**config.mk**
```make
export PLATFORM = sky130hd
export DESIGN_NAME = per_id_replay_rate_limiter_flat
export DESIGN_NICKNAME = d
export VERILOG_FILES = /design/src/rtl/prrl_pkg.sv /design/src/rtl/prrl_if.sv /design/src/rtl/per_id_replay_rate_limiter.sv /design/src/rtl/prrl_ctrl.sv /design/src/rtl/prrl_dpath.sv /design/src/flat_wrapper.sv
export SDC_FILE = /design/constraint.sdc
export NUM_CORES = 2
export LEC_CHECK = 0
export ABC_AREA = 1
export BUFFER_PORTS_ARGS = -buffer_cell sky130_fd_sc_hd__buf_2
export CAP_MARGIN = 25
export CORE_ASPECT_RATIO = 0.8
export CORE_MARGIN = 4
export CORE_UTILIZATION = 55
export CTS_BUF_LIST = sky130_fd_sc_hd__clkbuf_4
export CTS_CLUSTER_DIAMETER = 150
export CTS_CLUSTER_SIZE = 30
export DETAILED_ROUTE_END_ITERATION = 8
export PLACE_DENSITY = 0.82
export SLEW_MARGIN = 40
export SYNTH_ARGS = -nofsm -noshare
export SYNTH_HDL_FRONTEND = slang
export SYNTH_SLANG_ARGS = --single-unit
```
**constraint.sdc**
```tcl
create_clock -name clk -period 6.8 [get_ports clk]
set_clock_uncertainty 0.15 [all_clocks]
set_input_delay 0.34 -clock clk [delete_from_list [all_inputs] [get_ports clk]]
set_output_delay 0.34 -clock clk [all_outputs]
set_load 0.01 [all_outputs]
```
**src/rtl/prrl_pkg.sv**
```systemverilog
// Package for the per-id replay rate limiter.
// Holds field widths, op codes, controller states and the command/status structs.
// No dependencies.
package prrl_pkg;

  localparam int SOUND_ID_W = 16;
  localparam int INTERVAL_W = 31;

  localparam logic OP_TICK  = 1'b0;
  localparam logic OP_QUERY = 1'b1;

  typedef enum logic [1:0] {
    ST_IDLE,
    ST_SCAN,
    ST_END,
    ST_DONE
  } state_t;

  typedef struct packed {
    logic tick;
    logic start;
    logic step;
    logic renew;
    logic deny;
    logic append;
    logic untrack;
    logic load_out;
  } cmd_t;

  typedef struct packed {
    logic hit;
    logic waited;
    logic last;
    logic seen;
    logic full;
    logic fill_zero;
    logic out_busy;
  } sts_t;

endpackage

```
**src/rtl/prrl_if.sv**
```systemverilog
// Channel interfaces for the per-id replay rate limiter.
// Query/tick input channel and result channel with valid/ready handshake.
// Depends on prrl_pkg.
interface prrl_in_if;
  import prrl_pkg::*;
  logic                  valid;
  logic                  ready;
  logic                  op;
  logic [SOUND_ID_W-1:0] sound_id;
  logic [INTERVAL_W-1:0] min_interval;
  modport source (output valid, op, sound_id, min_interval, input ready);
  modport sink   (input valid, op, sound_id, min_interval, output ready);
endinterface

interface prrl_out_if;
  logic valid;
  logic ready;
  logic allowed;
  logic untracked;
  modport source (output valid, allowed, untracked, input ready);
  modport sink   (input valid, allowed, untracked, output ready);
endinterface

```
**src/rtl/per_id_replay_rate_limiter.sv**
```systemverilog
// Per-id replay rate limiter, top level.
// Items enter on in_ch: op = tick advances the tick counter and gives no result;
// op = query carries sound_id and min_interval and gives one result on out_ch
// (allowed, untracked). Up to ENTRIES ids are kept in a table walked in the
// order they were added; the first matching id that has waited at least
// min_interval ticks is renewed and allowed, a matching id that is too soon is
// denied, an unknown id is appended and allowed, or flagged untracked if full.
// A tick is handled in the idle state, which stays ready. A query walks the fill
// stored ids (fill up to ENTRIES), ending early on a renewal; the walk reads one
// entry per cycle from table memories with one read and one write port, and no
// new item is taken until the query's result is loaded. With the output register
// free, a result becomes valid in the cycle the block turns ready again.
// Reset empties the table, clears the tick counter and drops any pending result.
// A result waits in the output register while out_ch.ready is low; the block
// still takes the next item, and a query finishes its walk and holds its result
// until the output register is free.
// Depends on prrl_pkg, prrl_if, prrl_ctrl and prrl_dpath.
module per_id_replay_rate_limiter #(
  parameter int ENTRIES   = 32,
  parameter int KEY_BITS  = 16,
  parameter int TIME_BITS = 32
) (
  input  logic       clk,
  input  logic       rst_n,
  prrl_in_if.sink    in_ch,
  prrl_out_if.source out_ch
);
  import prrl_pkg::*;

  cmd_t cmd;
  sts_t sts;

  prrl_ctrl u_ctrl (
    .clk      (clk),
    .rst_n    (rst_n),
    .in_valid (in_ch.valid),
    .in_op    (in_ch.op),
    .in_ready (in_ch.ready),
    .sts      (sts),
    .cmd      (cmd)
  );

  prrl_dpath #(
    .ENTRIES   (ENTRIES),
    .KEY_BITS  (KEY_BITS),
    .TIME_BITS (TIME_BITS)
  ) u_dpath (
    .clk             (clk),
    .rst_n           (rst_n),
    .cmd             (cmd),
    .sts             (sts),
    .in_sound_id     (in_ch.sound_id),
    .in_min_interval (in_ch.min_interval),
    .out_valid       (out_ch.valid),
    .out_ready       (out_ch.ready),
    .out_allowed     (out_ch.allowed),
    .out_untracked   (out_ch.untracked)
  );

endmodule

```
**src/rtl/prrl_ctrl.sv**
```systemverilog
// Controller state machine of the per-id replay rate limiter.
// Sequences table scan, stamp renewal, append and result hand-off.
// Depends on prrl_pkg.
module prrl_ctrl (
  input  logic           clk,
  input  logic           rst_n,
  input  logic           in_valid,
  input  logic           in_op,
  output logic           in_ready,
  input  prrl_pkg::sts_t sts,
  output prrl_pkg::cmd_t cmd
);
  import prrl_pkg::*;

  state_t state_r, state_nxt;

  always_ff @(posedge clk) begin
    if (!rst_n) begin
      state_r <= ST_IDLE;
    end else begin
      state_r <= state_nxt;
    end
  end

  always_comb begin
    state_nxt = state_r;
    case (state_r)
      ST_IDLE: begin
        if (in_valid && in_op == OP_QUERY) begin
          state_nxt = sts.fill_zero ? ST_END : ST_SCAN;
        end
      end
      ST_SCAN: begin
        if (sts.hit && sts.waited) begin
          state_nxt = ST_DONE;
        end else if (sts.last) begin
          state_nxt = ST_END;
        end
      end
      ST_END: state_nxt = ST_DONE;
      ST_DONE: begin
        if (!sts.out_busy) begin
          state_nxt = ST_IDLE;
        end
      end
      default: state_nxt = ST_IDLE;
    endcase
  end

  always_comb begin
    cmd      = '0;
    in_ready = 1'b0;
    case (state_r)
      ST_IDLE: begin
        in_ready  = 1'b1;
        cmd.tick  = in_valid && in_op == OP_TICK;
        cmd.start = in_valid && in_op == OP_QUERY;
      end
      ST_SCAN: begin
        if (sts.hit && sts.waited) begin
          cmd.renew = 1'b1;
        end else begin
          cmd.step = 1'b1;
        end
      end
      ST_END: begin
        if (sts.seen) begin
          cmd.deny = 1'b1;
        end else if (!sts.full) begin
          cmd.append = 1'b1;
        end else begin
          cmd.untrack = 1'b1;
        end
      end
      ST_DONE: cmd.load_out = !sts.out_busy;
      default: cmd = '0;
    endcase
  end

endmodule

```
**src/rtl/prrl_dpath.sv**
```systemverilog
// Datapath of the per-id replay rate limiter.
// Tick counter, key/stamp table memories, scan pointer, compare and result register.
// Depends on prrl_pkg.
module prrl_dpath #(
  parameter int ENTRIES   = 32,
  parameter int KEY_BITS  = 16,
  parameter int TIME_BITS = 32
) (
  input  logic                            clk,
  input  logic                            rst_n,
  input  prrl_pkg::cmd_t                  cmd,
  output prrl_pkg::sts_t                  sts,
  input  logic [prrl_pkg::SOUND_ID_W-1:0] in_sound_id,
  input  logic [prrl_pkg::INTERVAL_W-1:0] in_min_interval,
  output logic                            out_valid,
  input  logic                            out_ready,
  output logic                            out_allowed,
  output logic                            out_untracked
);
  import prrl_pkg::*;

  localparam int IDX_W = (ENTRIES > 1) ? $clog2(ENTRIES) : 1;
  localparam int CNT_W = $clog2(ENTRIES + 1);
  localparam int CMP_W = (TIME_BITS > INTERVAL_W) ? TIME_BITS : INTERVAL_W;

  logic [KEY_BITS-1:0]   key_mem   [ENTRIES];
  logic [TIME_BITS-1:0]  stamp_mem [ENTRIES];

  logic [TIME_BITS-1:0]  now_r;
  logic [CNT_W-1:0]      fill_r;
  logic [KEY_BITS-1:0]   key_r;
  logic [INTERVAL_W-1:0] interval_r;
  logic [IDX_W-1:0]      idx_r;
  logic                  seen_r;
  logic [KEY_BITS-1:0]   rd_key_r;
  logic [TIME_BITS-1:0]  rd_stamp_r;
  logic                  res_allowed_r;
  logic                  res_untracked_r;
  logic                  out_valid_r;
  logic                  out_allowed_r;
  logic                  out_untracked_r;

  logic [IDX_W-1:0]      rd_addr;
  logic [IDX_W-1:0]      wr_addr;
  logic [TIME_BITS-1:0]  elapsed;

  assign rd_addr = cmd.start ? '0 : idx_r + IDX_W'(1);
  assign wr_addr = cmd.append ? fill_r[IDX_W-1:0] : idx_r;
  assign elapsed = now_r - rd_stamp_r;

  assign sts.hit       = rd_key_r == key_r;
  assign sts.waited    = CMP_W'(elapsed) >= CMP_W'(interval_r);
  assign sts.last      = (CNT_W'(idx_r) + CNT_W'(1)) == fill_r;
  assign sts.seen      = seen_r;
  assign sts.full      = fill_r == CNT_W'(ENTRIES);
  assign sts.fill_zero = fill_r == '0;
  assign sts.out_busy  = out_valid_r && !out_ready;

  always_ff @(posedge clk) begin
    rd_key_r   <= key_mem[rd_addr];
    rd_stamp_r <= stamp_mem[rd_addr];
    if (cmd.append) begin
      key_mem[wr_addr] <= key_r;
    end
    if (cmd.append || cmd.renew) begin
      stamp_mem[wr_addr] <= now_r;
    end
  end

  always_ff @(posedge clk) begin
    if (!rst_n) begin
      now_r       <= '0;
      fill_r      <= '0;
      out_valid_r <= 1'b0;
    end else begin
      if (cmd.tick) begin
        now_r <= now_r + TIME_BITS'(1);
      end
      if (cmd.append) begin
        fill_r <= fill_r + CNT_W'(1);
      end
      if (cmd.load_out) begin
        out_valid_r <= 1'b1;
      end else if (out_ready) begin
        out_valid_r <= 1'b0;
      end
    end
  end

  always_ff @(posedge clk) begin
    if (cmd.start) begin
      key_r      <= KEY_BITS'(in_sound_id);
      interval_r <= in_min_interval;
      idx_r      <= '0;
      seen_r     <= 1'b0;
    end else if (cmd.step) begin
      idx_r  <= idx_r + IDX_W'(1);
      seen_r <= seen_r | sts.hit;
    end
    if (cmd.renew || cmd.append) begin
      res_allowed_r   <= 1'b1;
      res_untracked_r <= 1'b0;
    end else if (cmd.deny) begin
      res_allowed_r   <= 1'b0;
      res_untracked_r <= 1'b0;
    end else if (cmd.untrack) begin
      res_allowed_r   <= 1'b1;
      res_untracked_r <= 1'b1;
    end
    if (cmd.load_out) begin
      out_allowed_r   <= res_allowed_r;
      out_untracked_r <= res_untracked_r;
    end
  end

  assign out_valid     = out_valid_r;
  assign out_allowed   = out_allowed_r;
  assign out_untracked = out_untracked_r;

endmodule

```
**src/flat_wrapper.sv**
```systemverilog
// flat-port wrapper written by rule: the top's interface ports become plain ports
module per_id_replay_rate_limiter_flat import prrl_pkg::*;
#(
  parameter int ENTRIES   = 32,
  parameter int KEY_BITS  = 16,
  parameter int TIME_BITS = 32
)
  (clk, rst_n, in_ch_valid, in_ch_op, in_ch_sound_id, in_ch_min_interval, in_ch_ready, out_ch_valid, out_ch_allowed, out_ch_untracked, out_ch_ready);
  prrl_in_if in_ch_i ();
  prrl_out_if out_ch_i ();
  input  logic clk;
  input  logic rst_n;
  input wire logic [$bits(in_ch_i.valid)-1:0] in_ch_valid;
  input wire logic [$bits(in_ch_i.op)-1:0] in_ch_op;
  input wire logic [$bits(in_ch_i.sound_id)-1:0] in_ch_sound_id;
  input wire logic [$bits(in_ch_i.min_interval)-1:0] in_ch_min_interval;
  output wire logic [$bits(in_ch_i.ready)-1:0] in_ch_ready;
  output wire logic [$bits(out_ch_i.valid)-1:0] out_ch_valid;
  output wire logic [$bits(out_ch_i.allowed)-1:0] out_ch_allowed;
  output wire logic [$bits(out_ch_i.untracked)-1:0] out_ch_untracked;
  input wire logic [$bits(out_ch_i.ready)-1:0] out_ch_ready;
  assign in_ch_i.valid = in_ch_valid;
  assign in_ch_i.op = in_ch_op;
  assign in_ch_i.sound_id = in_ch_sound_id;
  assign in_ch_i.min_interval = in_ch_min_interval;
  assign in_ch_ready = in_ch_i.ready;
  assign out_ch_valid = out_ch_i.valid;
  assign out_ch_allowed = out_ch_i.allowed;
  assign out_ch_untracked = out_ch_i.untracked;
  assign out_ch_i.ready = out_ch_ready;
  per_id_replay_rate_limiter #(.ENTRIES(ENTRIES), .KEY_BITS(KEY_BITS), .TIME_BITS(TIME_BITS)) u_core (.clk(clk), .rst_n(rst_n), .in_ch(in_ch_i), .out_ch(out_ch_i));
endmodule
```
== Word level (Yosys, flattened, before mapping) ==
Memory sizes are Yosys's and may differ from the RTL's. A register that Yosys moved wholly into a read port is not among the register bits.
Index checks and enable logic that the tools add are counted.

* Bitwise operators: 2
* Reduce and logical (&&, ||, !) cells: 13
* $lt $le $gt $ge: 1
* Muxes and demuxes: 27
* Add/sub/neg operators: 5
* Equality and inequality tests: 9

{| class="wikitable"
|+ Operators with widths
! kind !! number
|-
| 32-bit by 1-bit adder with 32-bit output, second input constant || 1
|-
| 32-bit by 31-bit >= comparator with 1-bit output || 1
|-
| 32-bit subtractor || 1
|-
| 16-bit == test || 1
|-
| 2-bit two-way mux || 8
|-
| 1-bit two-way mux || 15
|-
| 5-bit two-way mux || 2
|-
| 2-bit one-hot mux with 4 select lines || 1
|-
| 5-bit by 1-bit adder with 6-bit output, second input constant || 1
|-
| 6-bit by 1-bit adder with 6-bit output, second input constant || 1
|-
| 6-bit == test || 1
|-
| 6-bit == test, second input constant || 1
|-
| 6-bit logical NOT || 1
|-
| 5-bit by 1-bit adder with 5-bit output, second input constant || 1
|-
| 2-bit == test, second input constant || 2
|-
| 1-bit logical AND || 4
|-
| 2-bit inequality test, second input constant || 2
|-
| 2-bit nonzero test || 2
|-
| 3-bit two-way mux || 1
|-
| 3-bit by 2-bit inequality test with 1-bit output, second input constant || 1
|-
| 3-bit AND reduction || 1
|-
| 2-bit by 1-bit == test with 1-bit output, second input constant || 1
|-
| 1-bit logical NOT || 2
|-
| 2-bit logical NOT || 1
|-
| 4 further kinds || 4
|}

* Memories kept: 2
* Input bits: 52
* Register bits: 98
* Logic and storage cells: 71
* RAM bits: 1,536
* Output and inout bits: 4

{| class="wikitable"
|+ Memories
! memory !! depth !! width !! read ports !! clocked after Yosys merged registers in !! write ports !! RTL line !! source
|-
| u_core.u_dpath.stamp_mem || 32 || 32 || 1 || 1 || 1 || prrl_dpath.sv:27 || <nowiki>logic [TIME_BITS-1:0] stamp_mem [ENTRIES];</nowiki>
|-
| u_core.u_dpath.key_mem || 32 || 16 || 1 || 1 || 1 || prrl_dpath.sv:26 || <nowiki>logic [KEY_BITS-1:0] key_mem [ENTRIES];</nowiki>
|}

== Logic depth before layout (Yosys ltp) ==
* Word-level depth: 8
* Depth in mapped cells: 28
* Mapped depth without buffers: 28

== By module ==
Synthesis repeated with hierarchy kept, for this count alone.

* Cell total of the unflattened synthesis: 5,805
* Area, all modules: 71,265.8 um^2

{| class="wikitable"
|+ Modules (own cells, without submodules)
! module !! area an instance (um^2) !! instances !! cells each
|-
| prrl_dpath || 70,993.1 || 1 || 5,762
|-
| prrl_ctrl || 272.8 || 1 || 43
|}

== Worst setup path before layout ==
Ideal clock, no wire load.

* Path type: flip-flop to flip-flop
* Start: register u_core.u_dpath.now_r[3]
* End: memory u_core.u_dpath.stamp_mem[10][0] (enable)
* Setup slack: 1,141 ps
* Buffers on the path: 1
* Clock period less this slack: 5,659 ps
* Cell stages (with the launch flop): 27
* Required time: 6,229 ps
* Data arrival time: 5,088 ps
* Path through: dfxtp_1 > ha_1 > a21oi_1 > o21ai_0 > a21oi_1 > o21ai_0 > a21oi_1 > inv_1 > nand2_1 > nand2_1 > a21oi_1 > o21ai_0 > xor2_1 > ha_1 > nand2_1 > inv_1 > nand3_1 > nor3_1 > nand2_1 > nand2_1 > nand2_1 > nand2_1 > nand3_1 > nand2_1 > inv_1 > buf_2 > nor2_1

* Cells in the longest elaborated chain, start to end: 8

{| class="wikitable"
|+ RTL lines
! what !! RTL line !! source
|-
| start: declaration || prrl_dpath.sv:29 || <nowiki>logic [TIME_BITS-1:0] now_r;</nowiki>
|-
| start signal: assignment || prrl_dpath.sv:77 || <nowiki>now_r <= now_r + TIME_BITS'(1);</nowiki>
|-
| 32-bit subtractor || prrl_dpath.sv:49 || <nowiki>assign elapsed = now_r - rd_stamp_r;</nowiki>
|-
| 32-bit by 31-bit >= comparator with 1-bit output || prrl_dpath.sv:52 || <nowiki>assign sts.waited = CMP_W'(elapsed) >= CMP_W'(interval_r);</nowiki>
|-
| 1-bit logical AND || prrl_ctrl.sv:60 || <nowiki>if (sts.hit && sts.waited) begin</nowiki>
|-
| 1-bit two-way mux || prrl_ctrl.sv:60 ||
|-
| 2-bit two-way mux || prrl_ctrl.sv:53 || <nowiki>case (state_r)</nowiki>
|-
| 1-bit logical OR || prrl_dpath.sv:65 || <nowiki>if (cmd.append || cmd.renew) begin</nowiki>
|-
| 1-bit two-way mux || prrl_dpath.sv:65 ||
|-
| 1-bit two-way mux (implied by the code) || prrl_dpath.sv:66 || <nowiki>stamp_mem[wr_addr] <= now_r;</nowiki>
|-
| end: declaration || prrl_dpath.sv:27 ||
|}

No other way between the ends.

== Worst setup path after layout ==
* Start: register u_core.u_dpath.rd_stamp_r[3], read port of u_core.u_dpath.stamp_mem
* End: memory u_core.u_dpath.stamp_mem[15][8] (enable)

* Cells in the longest elaborated chain, start to end: 8

{| class="wikitable"
|+ RTL lines
! what !! RTL line !! source
|-
| start: declaration || prrl_dpath.sv:36 || <nowiki>logic [TIME_BITS-1:0] rd_stamp_r;</nowiki>
|-
| 32-bit subtractor || prrl_dpath.sv:49 ||
|-
| 32-bit by 31-bit >= comparator with 1-bit output || prrl_dpath.sv:52 ||
|-
| 1-bit logical AND || prrl_ctrl.sv:60 ||
|-
| 1-bit two-way mux || prrl_ctrl.sv:60 ||
|-
| 2-bit two-way mux || prrl_ctrl.sv:53 ||
|-
| 1-bit logical OR || prrl_dpath.sv:65 ||
|-
| 1-bit two-way mux || prrl_dpath.sv:65 ||
|-
| 1-bit two-way mux (implied by the code) || prrl_dpath.sv:66 ||
|}

No other way between the ends.

==> flow_metrics.env <==
export IMPL_status="completed"
export IMPL_rsz0062_at_grt="no"
export IMPL_ys_seq_elements=1682
export IMPL_ys_top_cells_by_count="edfxtp_1 (1,585), nor2_1 (976), o211ai_1 (577)"
export IMPL_drt_iter0_markers=7783
export IMPL_ys_seq_area_share_pct=71.74
export IMPL_portBuffers=55
export IMPL_combinationalPowerShare_pct=44.4
export IMPL_start_util_pct=55.80
export IMPL_holdWs_ns=0.2282
export IMPL_die_x_um=404.1
export IMPL_post_route_period_util_pct=88.91
export IMPL_rows=115
export IMPL_synth_flop_cell="edfxtp_1"
export IMPL_cap_violations=0
export IMPL_first_pass_iters=6
export IMPL_clockPowerShare_pct=12.5
export IMPL_synth_top_area_share_pct=68.93
export IMPL_drc=0
export IMPL_pre_cts_slack_ns=1.008
export IMPL_ios=56
export IMPL_tritoncts="yes"
export IMPL_crit_required_ns=7.50
export IMPL_cts_buffer_depth=3
export IMPL_numCtsBuffers=66
export IMPL_grt_overflow=0
export IMPL_syn2layout_area_growth_pct=6.712
export IMPL_setup_ws_ns=0.7545
export IMPL_synth_edf_count=1585
export IMPL_clkLatencyLatePin_ns=1.17
export IMPL_hold_depth=4
export IMPL_dieArea_um2=131300
export IMPL_critPathKind="flip-flop to flip-flop"
export IMPL_power_switching_mw=11.97
export IMPL_hold_path_class="primary input to flip-flop"
export IMPL_endpoint_kind="flip-flop"
export IMPL_r2r_cells=24
export IMPL_cts_sinks=1682
export IMPL_antenna_found_initial=13
export IMPL_p_seq_share_pct=43.1
export IMPL_hpwl_um=106700
export IMPL_wire_per_inst_um=25.55
export IMPL_avgSynthCellArea_um2=13.37
export IMPL_htree_levels=3
export IMPL_cell_internal_pwr_mw=16.26
export IMPL_swShare_pct=42.40
export IMPL_vias_per_cell=6.446
export IMPL_p_per_area_nw_per_um2=383.0
export IMPL_grt_max_degree=193
export IMPL_hold_viol_final=0
export IMPL_grt_pass1_wl_um=262100
export IMPL_die_y_um=324.9
export IMPL_post_cts_buffers=0
export IMPL_max_freq_mhz=165.4
export IMPL_synth_area_um2=69050
export IMPL_total_power_mw=28.22
export IMPL_relSlewSlack_pct=35.01
export IMPL_coreArea_um2=123700
export IMPL_syn_num_nets=5288
export IMPL_worstPathArrival_ns=6.75
export IMPL_synthDistinctLibCells=45
export IMPL_vias=44480
export IMPL_grt_use_total_pct=26.20
export IMPL_fin_nets=5336
export IMPL_placed_area_um2=71750
export IMPL_clockRootBuffer="clkbuf_4"
export IMPL_period_needed_ns=6.046
export IMPL_n_fill_cell=9100
export IMPL_synth_async_reset_ratio_pct=0
export IMPL_p_leak_nw=22.55
export IMPL_maxSlewViolCount=0
export IMPL_wl_um=176300
export IMPL_synth_area_leaders="edfxtp_1 (69%), o211ai_1 (6.3%), nor2_1 (5.3%)"
export IMPL_yosys_cell_count_top_type="edfxtp_1"
export IMPL_yosysTopAreaCell="edfxtp_1"
export IMPL_gp_congestion=0.8978
export IMPL_grt_pass1_vias=41740
export IMPL_cts_resized=0
export IMPL_ant_nets=0
export IMPL_final_area_um2=73680
export IMPL_setup_tns_final_ns=0
export IMPL_cts_clk_slew_worst_paths_ns=0.29
export IMPL_layout_drive_gt1_share_pct=14.69
export IMPL_synthCells=5165
export IMPL_path_max_fanout=22
export IMPL_setup_viol=0
export IMPL_tightest_slew_ns=0.9703
export IMPL_startpoint_type="flip-flop"
export IMPL_synth_warnings=0
export IMPL_peakVddDrop_mv=0.5692
-- cells by family (layout without fill, tap and decap cells) --
| kind of cell | Yosys count | after routing | share of synthesized area [%] |
|---|---|---|---|
| AND/OR/NAND/NOR | 1694 | 1694 | 10.85 |
| other | 0 | 9 | 0 |
| flip-flops | 1682 | 1682 | 71.74 |
| AO/OA/AOI/OAI | 1141 | 1141 | 12.30 |
| buffers and inverters | 521 | 610 | 3.090 |
| adder cells (fa/ha/maj) | 71 | 71 | 1.297 |
| XOR/XNOR | 56 | 56 | 0.7104 |
-- worst max-delay path: stages (launching register included) --
cell	delay, ns
dfxtp_1	0.38
inv_1	0.04
ha_1	0.37
a21oi_1	0.12
o21ai_0	0.18
a21oi_1	0.10
o21ai_0	0.64
a21boi_0	0.32
o21ai_0	0.36
a21boi_0	0.23
o21bai_1	0.20
xor2_1	0.19
ha_1	0.17
a21oi_1	0.06
nor2_1	0.09
a211oi_1	0.05
o211ai_1	0.16
inv_1	0.05
nand2_1	0.37
nand3_1	0.18
nand2_1	0.14
inv_2	0.05
buf_4	0.33
nor2_4	0.52
buf_12	0.22
-- cell type report --
class | instances | area, um2 | share of cell area, %
antenna | 9 | 22.52 | 0.03057
inverter | 183 | 714.4 | 0.9696
clock buffer | 103 | 773.2 | 1.049
sequential | 1682 | 49540 | 67.24
clock inverter | 6 | 82.58 | 0.1121
multi-input combinational | 2962 | 17700 | 24.02
timing repair buffer | 318 | 2798 | 3.797
tap | 1638 | 2049 | 2.782
-- path summary, 6_finish.rpt --
kind                             startpoint                         endpoint  slack, ns
max            u_core.u_dpath.rd_stamp_r[3]  u_core.u_dpath.stamp_mem[15][8]       0.75
min                                   rst_n          u_core.u_dpath.now_r[5]       0.23
max reg2reg    u_core.u_dpath.rd_stamp_r[3]  u_core.u_dpath.stamp_mem[15][8]       0.75
min reg2reg  u_core.u_dpath.res_untracked_r     u_core.u_dpath.out_untracked       0.37
-- flip-flops by register name, summed over array words and instances (netlist names), 2 cells and up --
name and flops:
u_core.u_dpath.fill_r 6, u_core.u_dpath.now_r 32, u_core.u_ctrl.state_r 2, u_core.u_dpath.idx_r 5, u_core.u_dpath.rd_key_r 16, u_core.u_dpath.key_r 16, u_core.u_dpath.interval_r 31, u_core.u_dpath.stamp_mem 1024
u_core.u_dpath.rd_stamp_r 32, u_core.u_dpath.key_mem 512
-- layout by cell type (no fill, tap or decap), drive strengths merged, types with 70 or more instances in the layout --
| cell | instances |
|---|---|
| buf | 215 |
| clkbuf | 103 |
| dfxtp | 97 |
| dlygate4sd3 | 103 |
| edfxtp | 1585 |
| ha | 70 |
| inv | 184 |
| nand2 | 250 |
| nor2 | 977 |
| o211ai | 577 |
| o311ai | 192 |
| o31ai | 193 |
| or2 | 386 |
-- power by group through the flow --
| stage | sequential, mW | combinational [mW] | clock (mW) |
|---|---|---|---|
| final | 12.2 | 12.5 | 3.53 |
| after global routing | 12.2 | 13.3 | 3.92 |
| after CTS | 12.1 | 12.2 | 3.56 |
| after detailed placement | 12.4 | 12.1 | 0 |
| after global placement | 12.4 | 11.8 | 0 |
| after floorplan | 12.4 | 7.87 | 0 |
-- layer usage --
metal  wire, um  global-route usage (%)  share of wire, %  up-vias
li1           -                       -                 -    19360
met1      68850                   39.26                39    21790
met2      77200                   38.23                44     2934
met3      24090                   6.367                14      390
met4       6150                   7.942               3.5        8
met5         46                       0             0.026        -
-- timing repair --
| item | 4_1_cts | 5_1_grt |
|---|---|---|
| endpoints found under the setup margin | 0 | 0 |
| hold endpoints to repair | 154 | 0 |
| hold buffers | 103 | 0 |
-- per-stage QoR --
step	std cells	util [%]
3_3_place_gp	6680	57.96
2_1_floorplan	5165	-
6_report	6901	59.54
4_1_cts	6892	59.50
5_1_grt	6899	59.54
3_5_place_dp	6680	57.98
No activity file was read; power rests on OpenSTA's default activity.
